File: src/rtl/core/fpa_pkg.sv
// ----------------------------------------------------------------------------
// fpa_pkg
// Shared types and constants of the fixed partition allocator: field widths,
// policy, status and register codes, and the scan record control bits.
// ----------------------------------------------------------------------------
package fpa_pkg;

   // Default sizing of the partition table.
   localparam int DefaultNumParts = 8;
   localparam int DefaultSizeWidth = 16;

   // Fixed widths of the port fields.
   localparam int ModeW = 1;
   localparam int PartIndexW = 3;
   localparam int AmountW = 16;
   localparam int StatusW = 2;
   localparam int LeftOverW = 16;
   localparam int ReqNumW = 8;
   localparam int PolicyW = 2;
   localparam int PartsInUseW = 4;
   localparam int CsrIndexW = 2;
   localparam int CsrDataW = 4;

   // Transaction kinds.
   localparam logic [ModeW-1:0] MODE_LOAD = 1'b0;
   localparam logic [ModeW-1:0] MODE_REQUEST = 1'b1;

   // Placement policies; the unused code behaves as first fit.
   localparam logic [PolicyW-1:0] POL_FIRST = 2'd0;
   localparam logic [PolicyW-1:0] POL_BEST = 2'd1;
   localparam logic [PolicyW-1:0] POL_WORST = 2'd2;

   // Result status codes.
   localparam logic [StatusW-1:0] STAT_LOADED = 2'd0;
   localparam logic [StatusW-1:0] STAT_ALLOCATED = 2'd1;
   localparam logic [StatusW-1:0] STAT_NOT_ALLOCATED = 2'd2;

   // Configuration register indexes and the parts-in-use reset value.
   localparam logic [CsrIndexW-1:0] REG_POLICY = 2'd0;
   localparam logic [CsrIndexW-1:0] REG_PARTS_IN_USE = 2'd1;
   localparam logic [PartsInUseW-1:0] PARTS_IN_USE_RESET = 4'd8;

   // Control bits of the scan record that travels along the cell row.
   typedef struct packed {
      logic valid;
      logic found;
   } scan_ctl_type;

endpackage

File: src/rtl/core/fpa_cell.sv
// ----------------------------------------------------------------------------
// fpa_cell
// One partition of the allocator. Holds that partition's free size, folds
// itself into the passing scan record and hands the record to its neighbour.
// ----------------------------------------------------------------------------
module fpa_cell #(
   parameter int NUM_PARTS = fpa_pkg::DefaultNumParts,
   parameter int SIZE_WIDTH = fpa_pkg::DefaultSizeWidth,
   parameter int CELL_IDX = 0,
   localparam int PW = (NUM_PARTS > 1) ? $clog2(NUM_PARTS) : 1
) (
   input  logic                             clock,
   input  logic                             reset,
   // Broadcast scan parameters.
   input  logic [fpa_pkg::PolicyW-1:0]      policy,
   input  logic [fpa_pkg::PartsInUseW-1:0]  parts_in_use,
   input  logic [SIZE_WIDTH-1:0]            amount,
   // Write-back of the free size.
   input  logic                             wr_en,
   input  logic [SIZE_WIDTH-1:0]            wr_data,
   // Scan record from the left neighbour.
   input  fpa_pkg::scan_ctl_type            ctl_in,
   input  logic [PW-1:0]                    pick_in,
   input  logic [SIZE_WIDTH-1:0]            value_in,
   // Scan record to the right neighbour.
   output fpa_pkg::scan_ctl_type            ctl_out,
   output logic [PW-1:0]                    pick_out,
   output logic [SIZE_WIDTH-1:0]            value_out
);
   import fpa_pkg::*;

   localparam int CW = ((PW > PartsInUseW) ? PW : PartsInUseW) + 1;

   logic [SIZE_WIDTH-1:0] free_ff, free_in;
   scan_ctl_type          ctl_ff, ctl_in_nxt;
   logic [PW-1:0]         pick_ff, pick_in_nxt;
   logic [SIZE_WIDTH-1:0] value_ff, value_in_nxt;
   logic                  active, fits, take;

   // The cell takes part only while its index lies below the partitions in use.
   assign active = CW'(parts_in_use) > CW'(CELL_IDX);
   assign fits = active && (free_ff >= amount);

   // A fitting cell replaces the candidate when none was found yet, or when it
   // is strictly better under the best or worst fit policy.
   always_comb begin
      take = 1'b0;
      if (fits) begin
         if (!ctl_in.found) begin
            take = 1'b1;
         end else if (policy == POL_BEST) begin
            take = free_ff < value_in;
         end else if (policy == POL_WORST) begin
            take = free_ff > value_in;
         end
      end
   end

   // Next values of the stored size and the outgoing record.
   always_comb begin
      free_in = wr_en ? wr_data : free_ff;
      ctl_in_nxt.valid = ctl_in.valid;
      ctl_in_nxt.found = ctl_in.found | take;
      pick_in_nxt = take ? PW'(CELL_IDX) : pick_in;
      value_in_nxt = take ? free_ff : value_in;
   end

   always_ff @(posedge clock) begin
      if (reset) begin
         free_ff <= '0;
         ctl_ff <= '0;
      end else begin
         free_ff <= free_in;
         ctl_ff <= ctl_in_nxt;
      end
      pick_ff <= pick_in_nxt;
      value_ff <= value_in_nxt;
   end

   assign ctl_out = ctl_ff;
   assign pick_out = pick_ff;
   assign value_out = value_ff;

   // A record leaves the cell in the cycle after it came in.
   assert property (@(posedge clock) disable iff (reset)
      ctl_in.valid |=> ctl_out.valid)
      else $error("scan record lost in cell");

   // A found record stays found further down the row.
   assert property (@(posedge clock) disable iff (reset)
      ctl_in.valid && ctl_in.found |=> ctl_out.found)
      else $error("scan candidate dropped in cell");

   // A write-back never coincides with a record passing through.
   assert property (@(posedge clock) disable iff (reset)
      !(wr_en && ctl_in.valid))
      else $error("cell written during scan");

endmodule

File: src/rtl/core/fixed_partition_allocator.sv
// ----------------------------------------------------------------------------
// fixed_partition_allocator
// Free-size bookkeeping for fixed memory partitions with first, best and
// worst fit placement, built as a row of partition cells.
// ----------------------------------------------------------------------------
// One transaction is handled at a time. A load goes from acceptance
// straight to the finish state. A request's scan record is registered,
// enters the row of partition cells and moves one cell per cycle, each
// cell comparing its free size with the best candidate so far; the row's
// result is registered and the chosen cell is written back in the finish state.
// The input opens again in the same cycle as the result appears. A stalled
// result holds the block in the finish state. Configuration writes are
// accepted in every cycle.
// ----------------------------------------------------------------------------
module fixed_partition_allocator #(
   parameter int NUM_PARTS = fpa_pkg::DefaultNumParts,
   parameter int SIZE_WIDTH = fpa_pkg::DefaultSizeWidth
) (
   input  logic                            clock,
   input  logic                            reset,
   // Configuration port.
   input  logic                            csr_valid,
   output logic                            csr_ready,
   input  logic [fpa_pkg::CsrIndexW-1:0]   csr_index,
   input  logic [fpa_pkg::CsrDataW-1:0]    csr_data,
   // Input channel.
   input  logic                            req_valid,
   output logic                            req_stall,
   input  logic [fpa_pkg::ModeW-1:0]       req_mode,
   input  logic [fpa_pkg::PartIndexW-1:0]  req_part_index,
   input  logic [fpa_pkg::AmountW-1:0]     req_amount,
   // Result channel.
   output logic                            rsp_valid,
   input  logic                            rsp_stall,
   output logic [fpa_pkg::StatusW-1:0]     rsp_status,
   output logic [fpa_pkg::PartIndexW-1:0]  rsp_chosen_part,
   output logic [fpa_pkg::LeftOverW-1:0]   rsp_left_over,
   output logic [fpa_pkg::ReqNumW-1:0]     rsp_request_number
);
   import fpa_pkg::*;

   localparam int PW = (NUM_PARTS > 1) ? $clog2(NUM_PARTS) : 1;
   localparam int XW = PW + PartIndexW;

   typedef enum logic [1:0] {
      ST_IDLE,
      ST_SCAN,
      ST_FINISH
   } state_type;

   // Control and payload registers.
   state_type             state_ff, state_in;
   logic                  is_req_ff, is_req_in;
   logic [PartIndexW-1:0] idx_ff, idx_in;
   logic [SIZE_WIDTH-1:0] amt_ff, amt_in;
   logic [PolicyW-1:0]    policy_ff, policy_in;
   logic [PartsInUseW-1:0] piu_ff, piu_in;
   logic [ReqNumW-1:0]    count_ff, count_in;
   logic                  found_ff, found_in;
   logic [PW-1:0]         pick_ff, pick_in;
   logic [SIZE_WIDTH-1:0] pickval_ff, pickval_in;
   logic                  launch_ff, launch_in;
   logic                  rsp_valid_ff, rsp_valid_in;
   logic [StatusW-1:0]    rsp_status_ff, rsp_status_in;
   logic [PartIndexW-1:0] rsp_chosen_ff, rsp_chosen_in;
   logic [LeftOverW-1:0]  rsp_left_ff, rsp_left_in;
   logic [ReqNumW-1:0]    rsp_reqnum_ff, rsp_reqnum_in;

   // Cell row wiring and helpers.
   scan_ctl_type          chain_ctl [NUM_PARTS+1];
   logic [PW-1:0]         chain_pick [NUM_PARTS+1];
   logic [SIZE_WIDTH-1:0] chain_value [NUM_PARTS+1];
   logic [NUM_PARTS-1:0]  cell_wr_en;
   logic [SIZE_WIDTH-1:0] cell_wr_data;
   logic                  req_fire, csr_fire, finish_go;
   logic [SIZE_WIDTH+AmountW-1:0] amt_ext;
   logic [XW-1:0]         idx_ext, pick_ext;
   logic [SIZE_WIDTH+LeftOverW-1:0] left_ext;
   logic                  idx_in_range;
   logic [SIZE_WIDTH-1:0] new_free;

   assign req_fire = req_valid && !req_stall;
   assign csr_fire = csr_valid && csr_ready;
   assign csr_ready = 1'b1;
   assign req_stall = state_ff != ST_IDLE;
   assign finish_go = (state_ff == ST_FINISH) && (!rsp_valid_ff || !rsp_stall);

   // Width adaptation between the port fields and the partition size.
   assign amt_ext = {{SIZE_WIDTH{1'b0}}, req_amount};
   assign idx_ext = {{PW{1'b0}}, idx_ff};
   assign pick_ext = {{PartIndexW{1'b0}}, pick_ff};
   assign idx_in_range = idx_ext < XW'(NUM_PARTS);
   assign new_free = pickval_ff - amt_ff;

   // Scan record entering the first cell.
   assign chain_ctl[0] = '{valid: launch_ff, found: 1'b0};
   assign chain_pick[0] = '0;
   assign chain_value[0] = '0;
   assign cell_wr_data = is_req_ff ? new_free : amt_ff;

   // Row of partition cells.
   for (genvar k = 0; k < NUM_PARTS; k++) begin : g_cell
      assign cell_wr_en[k] = finish_go &&
         (is_req_ff ? (found_ff && (pick_ff == PW'(k))) : (idx_ext == XW'(k)));

      fpa_cell #(
         .NUM_PARTS  (NUM_PARTS),
         .SIZE_WIDTH (SIZE_WIDTH),
         .CELL_IDX   (k)
      ) u_cell (
         .clock        (clock),
         .reset        (reset),
         .policy       (policy_ff),
         .parts_in_use (piu_ff),
         .amount       (amt_ff),
         .wr_en        (cell_wr_en[k]),
         .wr_data      (cell_wr_data),
         .ctl_in       (chain_ctl[k]),
         .pick_in      (chain_pick[k]),
         .value_in     (chain_value[k]),
         .ctl_out      (chain_ctl[k+1]),
         .pick_out     (chain_pick[k+1]),
         .value_out    (chain_value[k+1])
      );
   end

   // Sequencer: next values of configuration registers, state, scan result, counter and result slot.
   always_comb begin
      state_in = state_ff;
      is_req_in = is_req_ff;
      idx_in = idx_ff;
      amt_in = amt_ff;
      policy_in = policy_ff;
      piu_in = piu_ff;
      count_in = count_ff;
      found_in = found_ff;
      pick_in = pick_ff;
      pickval_in = pickval_ff;
      launch_in = 1'b0;
      rsp_valid_in = rsp_valid_ff && rsp_stall;
      rsp_status_in = rsp_status_ff;
      rsp_chosen_in = rsp_chosen_ff;
      rsp_left_in = rsp_left_ff;
      rsp_reqnum_in = rsp_reqnum_ff;
      left_ext = '0;

      // Configuration writes.
      if (csr_fire) begin
         unique case (csr_index)
            REG_POLICY:       policy_in = csr_data[PolicyW-1:0];
            REG_PARTS_IN_USE: piu_in = csr_data[PartsInUseW-1:0];
            default: ;
         endcase
      end

      unique case (state_ff)
         ST_IDLE: begin
            if (req_fire) begin
               is_req_in = req_mode == MODE_REQUEST;
               idx_in = req_part_index;
               amt_in = amt_ext[SIZE_WIDTH-1:0];
               if (req_mode == MODE_REQUEST) begin
                  launch_in = 1'b1;
                  state_in = ST_SCAN;
               end else begin
                  state_in = ST_FINISH;
               end
            end
         end
         ST_SCAN: begin
            if (chain_ctl[NUM_PARTS].valid) begin
               found_in = chain_ctl[NUM_PARTS].found;
               pick_in = chain_pick[NUM_PARTS];
               pickval_in = chain_value[NUM_PARTS];
               state_in = ST_FINISH;
            end
         end
         ST_FINISH: begin
            if (finish_go) begin
               rsp_valid_in = 1'b1;
               rsp_reqnum_in = count_ff;
               if (!is_req_ff) begin
                  rsp_status_in = STAT_LOADED;
                  rsp_chosen_in = idx_ff;
                  left_ext = {{LeftOverW{1'b0}}, (idx_in_range ? amt_ff : '0)};
               end else begin
                  count_in = count_ff + 1'b1;
                  if (found_ff) begin
                     rsp_status_in = STAT_ALLOCATED;
                     rsp_chosen_in = pick_ext[PartIndexW-1:0];
                     left_ext = {{LeftOverW{1'b0}}, new_free};
                  end else begin
                     rsp_status_in = STAT_NOT_ALLOCATED;
                     rsp_chosen_in = '0;
                  end
               end
               rsp_left_in = left_ext[LeftOverW-1:0];
               state_in = ST_IDLE;
            end
         end
         default: state_in = ST_IDLE;
      endcase
   end

   always_ff @(posedge clock) begin
      if (reset) begin
         state_ff <= ST_IDLE;
         policy_ff <= POL_FIRST;
         piu_ff <= PARTS_IN_USE_RESET;
         count_ff <= '0;
         launch_ff <= 1'b0;
         rsp_valid_ff <= 1'b0;
      end else begin
         state_ff <= state_in;
         policy_ff <= policy_in;
         piu_ff <= piu_in;
         count_ff <= count_in;
         launch_ff <= launch_in;
         rsp_valid_ff <= rsp_valid_in;
      end
      is_req_ff <= is_req_in;
      idx_ff <= idx_in;
      amt_ff <= amt_in;
      found_ff <= found_in;
      pick_ff <= pick_in;
      pickval_ff <= pickval_in;
      rsp_status_ff <= rsp_status_in;
      rsp_chosen_ff <= rsp_chosen_in;
      rsp_left_ff <= rsp_left_in;
      rsp_reqnum_ff <= rsp_reqnum_in;
   end

   assign rsp_valid = rsp_valid_ff;
   assign rsp_status = rsp_status_ff;
   assign rsp_chosen_part = rsp_chosen_ff;
   assign rsp_left_over = rsp_left_ff;
   assign rsp_request_number = rsp_reqnum_ff;

   // An accepted transaction closes the input until its result is produced.
   assert property (@(posedge clock) disable iff (reset)
      req_fire |=> req_stall)
      else $error("input accepted while a transaction is in progress");

   // The scan record only leaves the row while the sequencer waits for it.
   assert property (@(posedge clock) disable iff (reset)
      chain_ctl[NUM_PARTS].valid |-> state_ff == ST_SCAN)
      else $error("scan record arrived outside the scan phase");

   // A refused request reports neither a partition nor a remaining size.
   assert property (@(posedge clock) disable iff (reset)
      rsp_valid && rsp_status == STAT_NOT_ALLOCATED |->
         rsp_chosen_part == '0 && rsp_left_over == '0)
      else $error("refused request carries a partition");

   // The request counter moves only when a request result is produced.
   assert property (@(posedge clock) disable iff (reset)
      count_ff != $past(count_ff) |-> $past(finish_go) && $past(is_req_ff))
      else $error("request counter moved without a request");

endmodule

File: config.mk
export PLATFORM = sky130hd
export DESIGN_NAME = fixed_partition_allocator
export DESIGN_NICKNAME = d
export VERILOG_FILES = /design/src/rtl/core/fpa_pkg.sv /design/src/rtl/core/fpa_cell.sv /design/src/rtl/core/fixed_partition_allocator.sv
export SDC_FILE = /design/constraint.sdc
export NUM_CORES = 1
export LEC_CHECK = 0
export ABC_AREA = 1
export BUFFER_PORTS_ARGS = -buffer_cell sky130_fd_sc_hd__buf_2
export CELL_PAD_IN_SITES_DETAIL_PLACEMENT = 0
export CELL_PAD_IN_SITES_GLOBAL_PLACEMENT = 1
export CORE_ASPECT_RATIO = 0.9
export CORE_MARGIN = 4
export CORE_UTILIZATION = 51
export DETAILED_ROUTE_END_ITERATION = 7
export HOLD_SLACK_MARGIN = 0.15
export PLACE_DENSITY_LB_ADDON = 0.1
export SLEW_MARGIN = 0
export SYNTH_ARGS = -nofsm -noshare
export SYNTH_HDL_FRONTEND = slang
export SYNTH_SLANG_ARGS = --single-unit
File: constraint.sdc
create_clock -name clock -period 4.7 [get_ports clock]
set_input_delay 0 -clock clock [delete_from_list [all_inputs] [get_ports clock]]
set_output_delay 0 -clock clock [all_outputs]
set_load 0.02 [all_outputs]
---- Word-level counts from Yosys, hierarchy flattened ----
Index checks and enable logic that the tools add are counted.
cells by class
  $lt $le $gt $ge ......................... 31
  $add $sub $neg .......................... 2
  bitwise operators ....................... 9
  multiplexer cells ....................... 60
  eq/ne operators ......................... 22
  reduce and logical (&&, ||, !) cells .... 44
operators with widths
  operator               count
  $mux W16               11
  $ge A16 B16 Y1         8
  $gt A16 B16 Y1         7
  $lt A16 B16 Y1         7
  $mux W1                41
  $logic_and A1 B1 Y1    27
  $eq A3 B3 Y1 const B   8
  $gt A4 B3 Y1 const B   4
  $sub A16 B16 Y16       1
  $eq A3 B2 Y1 const B   4
  $mux W2                5
  $reduce_and A2 Y1      5
  $add A8 B1 Y8 const B  1
  $gt A4 B1 Y1 const B   2
  $gt A4 B2 Y1 const B   2
  $or A1 B1 Y1           7
  $eq A2 B1 Y1 const B   3
  $eq A3 B1 Y1 const B   2
  $logic_not A6 Y1       1
  $mux W3                2
  $pmux W2 S3            1
  $reduce_and A3 Y1      2
  $eq A2 B2 Y1 const B   2
  $logic_not A2 Y1       2
  9 further kinds        13
word-level totals
  output and inout bits ................... 32
  logic and storage cells ................. 223
  flip-flop bits (word level) ............. 380
  input bits .............................. 31

---- Longest topological paths before layout ----
Gate-level depths: netlist (run 1).
  word-level depth ........................ 6
  gate-level depth with buffers ........... 17
  gate-level depth less buffers ........... 16

---- By module ----
From an unflattened synthesis (run 1), not the netlist that was laid out.
unflattened totals
  cell total of the unflattened synthesis .. 2920
  area, all modules ....................... 21884.7 um^2
modules (own cells, without submodules)
  module                       instances  area each (um^2)  cells an instance  seq. area each (um^2)
  fixed_partition_allocator    1          4388.0            502                2432.3
  fpa_cell (g_cell[0].u_cell)  1          2232.1            303                740.7
  fpa_cell (g_cell[4].u_cell)  1          2218.4            305                740.7
  fpa_cell (g_cell[1].u_cell)  1          2205.9            303                740.7
  fpa_cell (g_cell[7].u_cell)  1          2197.1            301                740.7
  fpa_cell (g_cell[2].u_cell)  1          2190.9            303                740.7
  fpa_cell (g_cell[6].u_cell)  1          2152.1            301                740.7
  fpa_cell (g_cell[5].u_cell)  1          2150.8            301                740.7
  fpa_cell (g_cell[3].u_cell)  1          2149.6            301                740.7

---- Worst setup path after synthesis (run 1) ----
No wires, ideal clock.
  path type ............................... reg-to-reg
  from .................................... register amt_ff[0]
  to ...................................... register rsp_left_ff[6] (netlist: rsp_left_over[6]), data pin
  path buffers ............................ 0
  cell stages (with the launch flop) ...... 12
  clock period less this slack ............ 2.258 ns
  arrival ................................. 2.004 ns
  library setup time ...................... 0.254 ns
  data required time ...................... 4.446 ns
  setup slack ............................. 2.442 ns
  cell sequence ........................... edfxtp_1 > ha_1 > inv_1 > fa_1 > nand3_1 > nand2_1 > nand2_1 > nand2_1 > or2_2 > nand3_1 > o21ai_1 > o21a_1
on the way
  word-level cells in the longest chain between the ends .. 3
RTL lines
  what                      line                              text
  start: declaration        fixed_partition_allocator.sv:55   logic [SIZE_WIDTH-1:0] amt_ff, amt_in;
  start signal: assignment  fixed_partition_allocator.sv:223  amt_ff <= amt_in;
  $sub A16 B16 Y16          fixed_partition_allocator.sv:93   assign new_free = pickval_ff - amt_ff;
  $mux W16                  fixed_partition_allocator.sv:188  if (found_ff) begin
  $mux W16                  fixed_partition_allocator.sv:182  if (!is_req_ff) begin
  end signal: assignment    fixed_partition_allocator.sv:229  rsp_left_ff <= rsp_left_in;
  end: declaration          fixed_partition_allocator.sv:66   logic [LeftOverW-1:0] rsp_left_ff, rsp_left_in;
Every way passes these cells.
A chain may end at the register's enable or synchronous reset.

---- Worst setup path in the final report (run 1) ----
  from .................................... register amt_ff[5]
  to ...................................... register g_cell[1].u_cell.value_ff[3]
on the way
  word-level cells in the longest chain between the ends .. 4
RTL lines
  what                                  line            text
  $ge A16 B16 Y1                        fpa_cell.sv:42  assign fits = active && (free_ff >= amount);
  $logic_and A1 B1 Y1                   fpa_cell.sv:42
  $mux W1                               fpa_cell.sv:48  if (fits) begin
  $mux W16                              fpa_cell.sv:65  value_in_nxt = take ? free_ff : value_in;
  net g_cell[1].u_cell.value_in_nxt[3]  fpa_cell.sv:37  logic [SIZE_WIDTH-1:0] value_ff, value_in_nxt;
  end signal: assignment                fpa_cell.sv:77  value_ff <= value_in_nxt;
  end: declaration                      fpa_cell.sv:37
The timed path passes the listed nets, and every way through them passes these cells.

==> metrics.log, run 1 <==
INFO  metric first_pass_drt_iterations = 5
INFO  metric place_hpwl = 48900 um
INFO  metric yosys-mux-area-fraction = 0
INFO  metric synth_area_leaders = sky130_fd_sc_hd__dfxtp_1 (30%), sky130_fd_sc_hd__ha_1 (16%), sky130_fd_sc_hd__nand2_1 (12%), sky130_fd_sc_hd__edfxtp_1 (10%), sky130_fd_sc_hd__inv_1 (6.8%)
INFO  metric yosys.area_share.adder = 0.159
INFO  metric fin_crit = 3.43 ns
INFO  metric hold_end = amt_ff[6]
INFO  metric finClkSkew = 0.0195 ns
INFO  metric route.vias.total = 18400
INFO  metric die-width = roughly 220 um
INFO  metric finalSetupViolations = 0
INFO  metric placement.io_buffers = 61
INFO  metric synth_top_area_cell = sky130_fd_sc_hd__dfxtp_1
INFO  metric critical_path_required = 5.19 ns
INFO  metric min_path_type = in -> reg
INFO  metric grt_start_max_net_pins = 73
INFO  metric synth_commonest_cells = sky130_fd_sc_hd__nand2_1 (641), sky130_fd_sc_hd__inv_1 (365), sky130_fd_sc_hd__nor2_1 (308)
INFO  metric grt_usage = 0.326
INFO  metric insertion_delay = between 0.5 and 0.6 ns
INFO  metric leakagePower = 11.3 nW
INFO  metric synth_nets = 2961
INFO  metric hold_depth = 2
INFO  metric result_of_the_run = finished clean
INFO  metric ctsHtreeMaxLevel = 2
INFO  metric coreArea = ~40000 um^2
INFO  metric worst_r2r_endpoint = g_cell[1].u_cell.value_out[3]
INFO  metric place.gp.congestion = 0.952
INFO  metric yosysUniqueCellTypes = 45
INFO  metric placementRows = 69
INFO  metric avgRoutedWirePerCell = roughly 21 um
INFO  metric grt-ovfl-total = 0
INFO  metric cts_made_buffers = between 40 and 50
INFO  metric placed_area = approximately 21000 um^2
INFO  metric report.final.slew_viol_count = 0
INFO  metric chipHeight = 197 um
INFO  metric number_of_failing_hold_endpoints_at_the_final_stage = 0
INFO  metric number_of_enable_flip_flop_cells_after_synthesis = 69
INFO  metric number_of_antenna_violations_at_the_first_check_in_global_routing = 0
INFO  metric post_synth_instance_area = 20300 um^2
INFO  metric netlist_instances = 2673
INFO  metric postSynth.asyncResetShare = 0
INFO  metric arrival = between 3 and 4 ns
INFO  metric worst-slew-pin-transition = 1.31 ns
INFO  metric io_pins = 63
INFO  metric synth-seq-cells = 376
INFO  metric cts_post_setup_buffers_inserted = 0
INFO  metric worst_hold_startpoint = req_amount[6]
INFO  metric compound_gate_portion_of_the_synthesized_area = 0.0877
INFO  metric synthToLayoutAreaGrowth = 13.4%
INFO  metric routed_wl = 70100 um
INFO  metric simple_gate_share_of_the_synthesized_area = 0.257
INFO  metric grt_pass1_wl = 106000 um
INFO  metric cts.repair.resized = 0
INFO  metric timing.critical_path.from_type = flip-flop
INFO  metric fmax = approximately 300 MHz
INFO  metric detail-route-antenna-nets = 0
INFO  metric fin_setup_tns = 0 ns
INFO  metric starting_utilization_of_the_core_area = 0.516
INFO  metric ctsRootBufferMaster = sky130_fd_sc_hd__clkbuf_16
INFO  metric maxCapViolCount = 0
INFO  metric cts_num_sinks = ~380
INFO  metric drt_first_iter_violations = 2023
INFO  metric number_of_global_route_vias_before_repair = 17500
INFO  metric post-synth-top-count-cell = sky130_fd_sc_hd__nand2_1
INFO  metric tritoncts = done
INFO  metric cts_hold_repair.buffers = 52
INFO  metric detail_route.vias_per_cell = 5.49
INFO  metric clk_pin_slew = ~0.06 ns
INFO  metric irDropWorstVdd = 0.000259 V
INFO  metric relSlewSlack = 0.118
INFO  metric synth-seq-area-share = 0.405
INFO  metric numPlacedInstances = about 3200
INFO  metric largest_family_of_logic_cells_by_synthesized_area = simple AND/OR/NAND/NOR gates
INFO  metric rsz_0062_raised_after_global_routing = no
INFO  metric fin_nets = slightly above 3000
INFO  metric antennaDiodeCount = 0
INFO  metric worst_reg2reg_setup_slack = roughly 1.3 ns
INFO  metric detail_route.drc_violations = 0
INFO  metric post-synth-top-area-fraction = 0.303
INFO  metric post_synth_xor_area_fraction = 0.00129
INFO  metric total_power = 8.11 mW
INFO  metric post_route_cells_drive_above_1_share = 0.0708
INFO  metric design_area = 23000 um^2
INFO  metric critPathKind = reg -> reg
INFO  metric worst-path-max-fanout = 17
INFO  metric power_per_cell_area = 352 nW/um^2
INFO  metric cts-root-to-sink-buffers = 3
INFO  metric worst_setup_path_end_kind = flip-flop
INFO  metric synthFlopType = sky130_fd_sc_hd__dfxtp_1
INFO  metric die_area = 43100 um^2
INFO  metric r2r.worst_path.cells = 12
INFO  metric synthesis.area_per_instance = 7.59 um^2
INFO  metric fin_cells = 3355
INFO  metric fin_crit_sh = 0.729
INFO  metric synthesis.yosys.warnings = 0
INFO  metric r2r_start = amt_ff[5]
[stage by stage]
step | setup WS (ns) | hold slack, ns | util
after CTS | 1.41 | 0.154 | 0.585
final | 1.27 | 0.170 | 0.585
after detailed placement | 1.43 | 0.179 | 0.535
after global placement | 1.45 | 0.179 | 0.535
after floorplan | 2.44 | 0.0989 | -
after global routing | 1.07 | 0.174 | 0.585
[how the worst max path moves through the flow]
stage / startpoint / to / slack (ns) / depth (start not counted)
6_report: amt_ff[5] / g_cell[1].u_cell.value_out[3] / 1.27 / 12
5_1_grt: amt_ff[5] / g_cell[1].u_cell.value_out[2] / 1.07 / 12
4_1_cts: amt_ff[5] / g_cell[1].u_cell.value_out[3] / 1.41 / 12
3_5_place_dp: amt_ff[5] / g_cell[1].u_cell.value_out[3] / 1.43 / 12
3_3_place_gp: amt_ff[7] / g_cell[4].u_cell.free_ff[12] / 1.45 / 12
2_1_floorplan: amt_ff[0] / rsp_left_over[6] / 2.44 / 11
[power breakdown]
group	internal, mW	leakage (nW)	switching [mW]	total (mW)
combinational	0.336	7.47	0.862	1.20
sequential	3.39	3.11	0.0801	3.47
clock	2.02	0.706	1.42	3.44
[area by class of cell]
| cell class | instances | area (um^2) |
|---|---|---|
| clock buffers | 52 | 1150 |
| multi-input cells | 1848 | 10200 |
| fillers | 3705 | 16400 |
| inverters | 386 | 1460 |
| well taps | 532 | 666 |
| clock inverters | 24 | 267 |
| repair buffers | 137 | 1010 |
| flip-flops and latches | 376 | 8220 |
[flip-flops by register name (all words and copies together) (netlist names), 4 cells and up]
signal,cells
piu_ff,4
g_cell.u_cell.value_out,128
g_cell.u_cell.free_ff,128
pickval_ff,16
g_cell.u_cell.pick_out,17
amt_ff,16
rsp_left_over,16
rsp_request_number,8
g_cell.u_cell.ctl_out,16
count_ff,8
[layout by cell type (no fill, tap or decap), types with 60 or more instances in the layout]
| cell type | n |
|---|---|
| sky130_fd_sc_hd__buf_2 | 60 |
| sky130_fd_sc_hd__a21oi_1 | 178 |
| sky130_fd_sc_hd__ha_1 | 256 |
| sky130_fd_sc_hd__edfxtp_1 | 69 |
| sky130_fd_sc_hd__o21ai_0 | 87 |
| sky130_fd_sc_hd__nor2_1 | 306 |
| sky130_fd_sc_hd__nand2_1 | 641 |
| sky130_fd_sc_hd__inv_1 | 365 |
| sky130_fd_sc_hd__dfxtp_1 | 307 |
| sky130_fd_sc_hd__nand3_1 | 251 |
[per-layer routing]
layer,vias up,global-route usage,part of all wire
met4,0,0.121,0.040
met2,785,0.486,0.42
met1,8632,0.475,0.46
li1,8882,-,-
met3,134,0.0589,0.087
met5,-,0,0
[kinds of logic (layout without fill, tap and decap cells)]
logic type | Yosys count | count (layout)
AND/OR/NAND/NOR | 1261 | 1261
AO/OA/AOI/OAI | 326 | 326
other | 1 | 1
flip-flops | 376 | 376
XOR/XNOR | 3 | 3
buffers and inverters | 449 | 599
adder cells (fa/ha/maj) | 257 | 257
[critical path, stage by stage, from the launching register on]
cell,delay (ns)
sky130_fd_sc_hd__edfxtp_1,0.38
sky130_fd_sc_hd__inv_1,0.57
sky130_fd_sc_hd__ha_1,0.37
sky130_fd_sc_hd__a21oi_1,0.23
sky130_fd_sc_hd__o21a_1,0.14
sky130_fd_sc_hd__nand2_1,0.05
sky130_fd_sc_hd__nand2_1,0.05
sky130_fd_sc_hd__nand3_1,0.12
sky130_fd_sc_hd__nand2_1,0.10
sky130_fd_sc_hd__clkinv_1,0.50
sky130_fd_sc_hd__nand2_2,0.59
sky130_fd_sc_hd__nand2_1,0.09
sky130_fd_sc_hd__nand2_1,0.14
No activity file was read; power rests on OpenSTA's default activity.
==> run 2, diff against run 1 <==
--- a/config.mk
+++ b/config.mk
@@ -11,7 +11,7 @@
 export CELL_PAD_IN_SITES_GLOBAL_PLACEMENT = 1
 export CORE_ASPECT_RATIO = 0.9
 export CORE_MARGIN = 4
-export CORE_UTILIZATION = 51
+export CORE_UTILIZATION = 47
 export DETAILED_ROUTE_END_ITERATION = 7
 export HOLD_SLACK_MARGIN = 0.15
 export PLACE_DENSITY_LB_ADDON = 0.1
==> constraint.sdc (replaced) <==
create_clock -name clock -period 3.32 [get_ports clock]
set_input_delay 0 -clock clock [delete_from_list [all_inputs] [get_ports clock]]
set_output_delay 0 -clock clock [all_outputs]
set_load 0.02 [all_outputs]
==> metrics.log, run 2 (synthesized netlist as in run 1, its figures left out) <==
INFO  metric result_of_the_run = finished clean
INFO  metric insertion_delay = 0.58 ns (about the same)
INFO  metric design_area = 23400 um^2 (+1.7%)
INFO  metric rsz_0062_raised_after_global_routing = no
INFO  metric leakagePower = 11.5 nW (+2.0%)
INFO  metric tritoncts = done
INFO  metric detail-route-antenna-nets = 0 (unchanged)
INFO  metric fin_cells = 3414 (+1.8%)
INFO  metric critPathKind = reg -> reg
INFO  metric detail_route.drc_violations = 0 (unchanged)
INFO  metric finClkSkew = 0.0220 ns (+0.00256 ns)
INFO  metric clk_pin_slew = 0.06 ns (about the same)
INFO  metric die-width = 227 um (+4.0%)
INFO  metric arrival = 3.41 ns (-0.50 ns)
INFO  metric fmax = 330 MHz (+13%)
INFO  metric report.final.slew_viol_count = 0 (unchanged)
INFO  metric cts_made_buffers = 42 (+2.4%)
INFO  metric total_power = 11.6 mW (+43%)
INFO  metric number_of_failing_hold_endpoints_at_the_final_stage = 0 (unchanged)
INFO  metric worst_setup_path_end_kind = flip-flop
INFO  metric chipHeight = 205 um (+4.0%)
INFO  metric drt_first_iter_violations = 1452 (-28%)
INFO  metric mostFrequentLayoutCells = sky130_fd_sc_hd__nand2_1 (641), sky130_fd_sc_hd__inv_1 (365), sky130_fd_sc_hd__nor2_1 (307), sky130_fd_sc_hd__dfxtp_1 (307), sky130_fd_sc_hd__ha_1 (256)
INFO  metric irDropWorstVdd = 0.000412 V (+59%)
INFO  metric worst-path-max-fanout = 10 (-7)
INFO  metric place.gp.congestion = 0.930 (-2.4%)
INFO  metric hold_end = amt_ff[4]
INFO  metric timing.critical_path.from_type = flip-flop
INFO  metric finalSetupViolations = 0 (unchanged)
INFO  metric routed_wl = 69500 um (-0.89%)
INFO  metric grt_pass1_wl = 104000 um (-1.8%)
INFO  metric avgRoutedWirePerCell = 20.3 um (-2.6%)
INFO  metric numPlacedInstances = 3286 (+1.8%)
INFO  metric ctsHtreeMaxLevel = 2 (unchanged)
INFO  metric place_hpwl = 50000 um (+2.4%)
INFO  metric placed_area = 21400 um^2 (+1.7%)
INFO  metric r2r.worst_path.cells = 11 (-1)
INFO  metric worst-slew-pin-transition = 1.23 ns (-0.0871 ns)
INFO  metric coreArea = 42200 um^2 (+7.2%)
INFO  metric fin_crit_sh = 0.912 (+0.184)
INFO  metric relSlewSlack = 0.181 (+0.0630)
INFO  metric worst_reg2reg_setup_slack = 0.29 ns (-0.98 ns)
INFO  metric placementRows = 71 (+2.9%)
INFO  metric detail_route.vias_per_cell = 5.38 (-2.2%)
INFO  metric critical_path_required = 3.70 ns (-1.49 ns)
INFO  metric worst_hold_startpoint = req_amount[4]
INFO  metric number_of_antenna_violations_at_the_first_check_in_global_routing = 0 (unchanged)
INFO  metric worst_r2r_endpoint = rsp_left_over[15]
INFO  metric synthToLayoutAreaGrowth = 15.3%
INFO  metric hold_depth = 2 (unchanged)
INFO  metric starting_utilization_of_the_core_area = 0.481 (-0.0346)
INFO  metric post_route_cells_drive_above_1_share = 0.0858 (+0.0150)
INFO  metric number_of_global_route_vias_before_repair = 17300 (-0.77%)
INFO  metric io_pins = 63 (unchanged)
INFO  metric fin_setup_tns = 0 ns (unchanged)
INFO  metric die_area = 46600 um^2 (+8.2%)
INFO  metric grt_usage = 0.298 (-0.0284)
INFO  metric maxCapViolCount = 0 (unchanged)
INFO  metric fin_nets = 3122 (+1.4%)
INFO  metric min_path_type = in -> reg
INFO  metric first_pass_drt_iterations = 6 (+1)
INFO  metric grt-ovfl-total = 0 (unchanged)
INFO  metric ctsRootBufferMaster = sky130_fd_sc_hd__clkbuf_16
INFO  metric route.vias.total = 18400 (-0.44%)
INFO  metric cts.repair.resized = 0 (unchanged)
INFO  metric cts-root-to-sink-buffers = 3 (unchanged)
INFO  metric most_common_library_cell_in_the_layout_ignoring_fill_and_taps = sky130_fd_sc_hd__nand2_1
INFO  metric power_per_cell_area = 495 nW/um^2 (+40%)
INFO  metric r2r_start = amt_ff[1]
INFO  metric grt_start_max_net_pins = 77 (+5.5%)
INFO  metric cts_num_sinks = 376 (unchanged)
INFO  metric fin_crit = 3.03 ns (-0.396 ns)
INFO  metric placement.io_buffers = 61 (unchanged)
run 2: how the worst max path moves through the flow:
| stage | startpoint | to | slack [ns] | depth (start not counted) |
|---|---|---|---|---|
| final | amt_ff[1] | rsp_left_over[15] | 0.29 | 11 |
| after global routing | amt_ff[1] | rsp_left_over[15] | 0.24 | 11 |
| after global placement | amt_ff[1] | g_cell[6].u_cell.free_ff[6] | 0.56 | 11 |
| after detailed placement | amt_ff[1] | rsp_left_over[15] | 0.48 | 11 |
| after CTS | amt_ff[1] | rsp_left_over[15] | 0.42 | 11 |
| after floorplan | amt_ff[0] | rsp_left_over[6] | 1.06 | 11 |
run 2: worst max-delay path, cell delays in order, from the launching register on:
cell and delay [ns]:
sky130_fd_sc_hd__edfxtp_1 0.37, sky130_fd_sc_hd__inv_1 0.62, sky130_fd_sc_hd__ha_1 0.37, sky130_fd_sc_hd__nand3_1 0.08, sky130_fd_sc_hd__nand2_1 0.10, sky130_fd_sc_hd__nand2_1 0.08, sky130_fd_sc_hd__nand2_1 0.11, sky130_fd_sc_hd__nand2_1 0.10
sky130_fd_sc_hd__nand2_1 0.05, sky130_fd_sc_hd__nand2_1 0.06, sky130_fd_sc_hd__nand3_1 0.46, sky130_fd_sc_hd__a21oi_1 0.44
run 2: stage by stage:
stage / setup slack [ns] / hold WS (ns) / utilization
after floorplan: 1.06 / 0.0989 / -
after global placement: 0.557 / 0.177 / 0.508
after CTS: 0.424 / 0.150 / 0.554
final: 0.291 / 0.146 / 0.555
after detailed placement: 0.475 / 0.180 / 0.508
after global routing: 0.244 / 0.155 / 0.555
run 2: area by class of cell:
class / count / area (um^2)
Sequential cell: 376 / 8220
Clock buffer: 53 / 1210
Tap cell: 547 / 684
Multi-Input combinational cell: 1848 / 10200
Antenna cell: 1 / 2.50
Fill cell: 3968 / 18800
Inverter: 386 / 1460
Timing Repair Buffer: 180 / 1330
Clock inverter: 23 / 259
run 2: report_power, final:
part | internal [mW] | switching (mW)
clock | 2.97 | 1.99
sequential | 4.80 | 0.117
combinational | 0.523 | 1.18
run 2: per-layer routing:
layer / track usage / vias up / share of wire
met2: 0.450 / 682 / 0.42
met3: 0.0542 / 127 / 0.079
met5: 0 / - / 0
met4: 0.0938 / 0 / 0.037
li1: - / 8982 / -
met1: 0.433 / 8561 / 0.46
run 2: what timing repair did:
item / CTS / global route
buffers inserted: 0 / 0
hold endpoints to repair: 103 / 1
hold buffers: 50 / 1
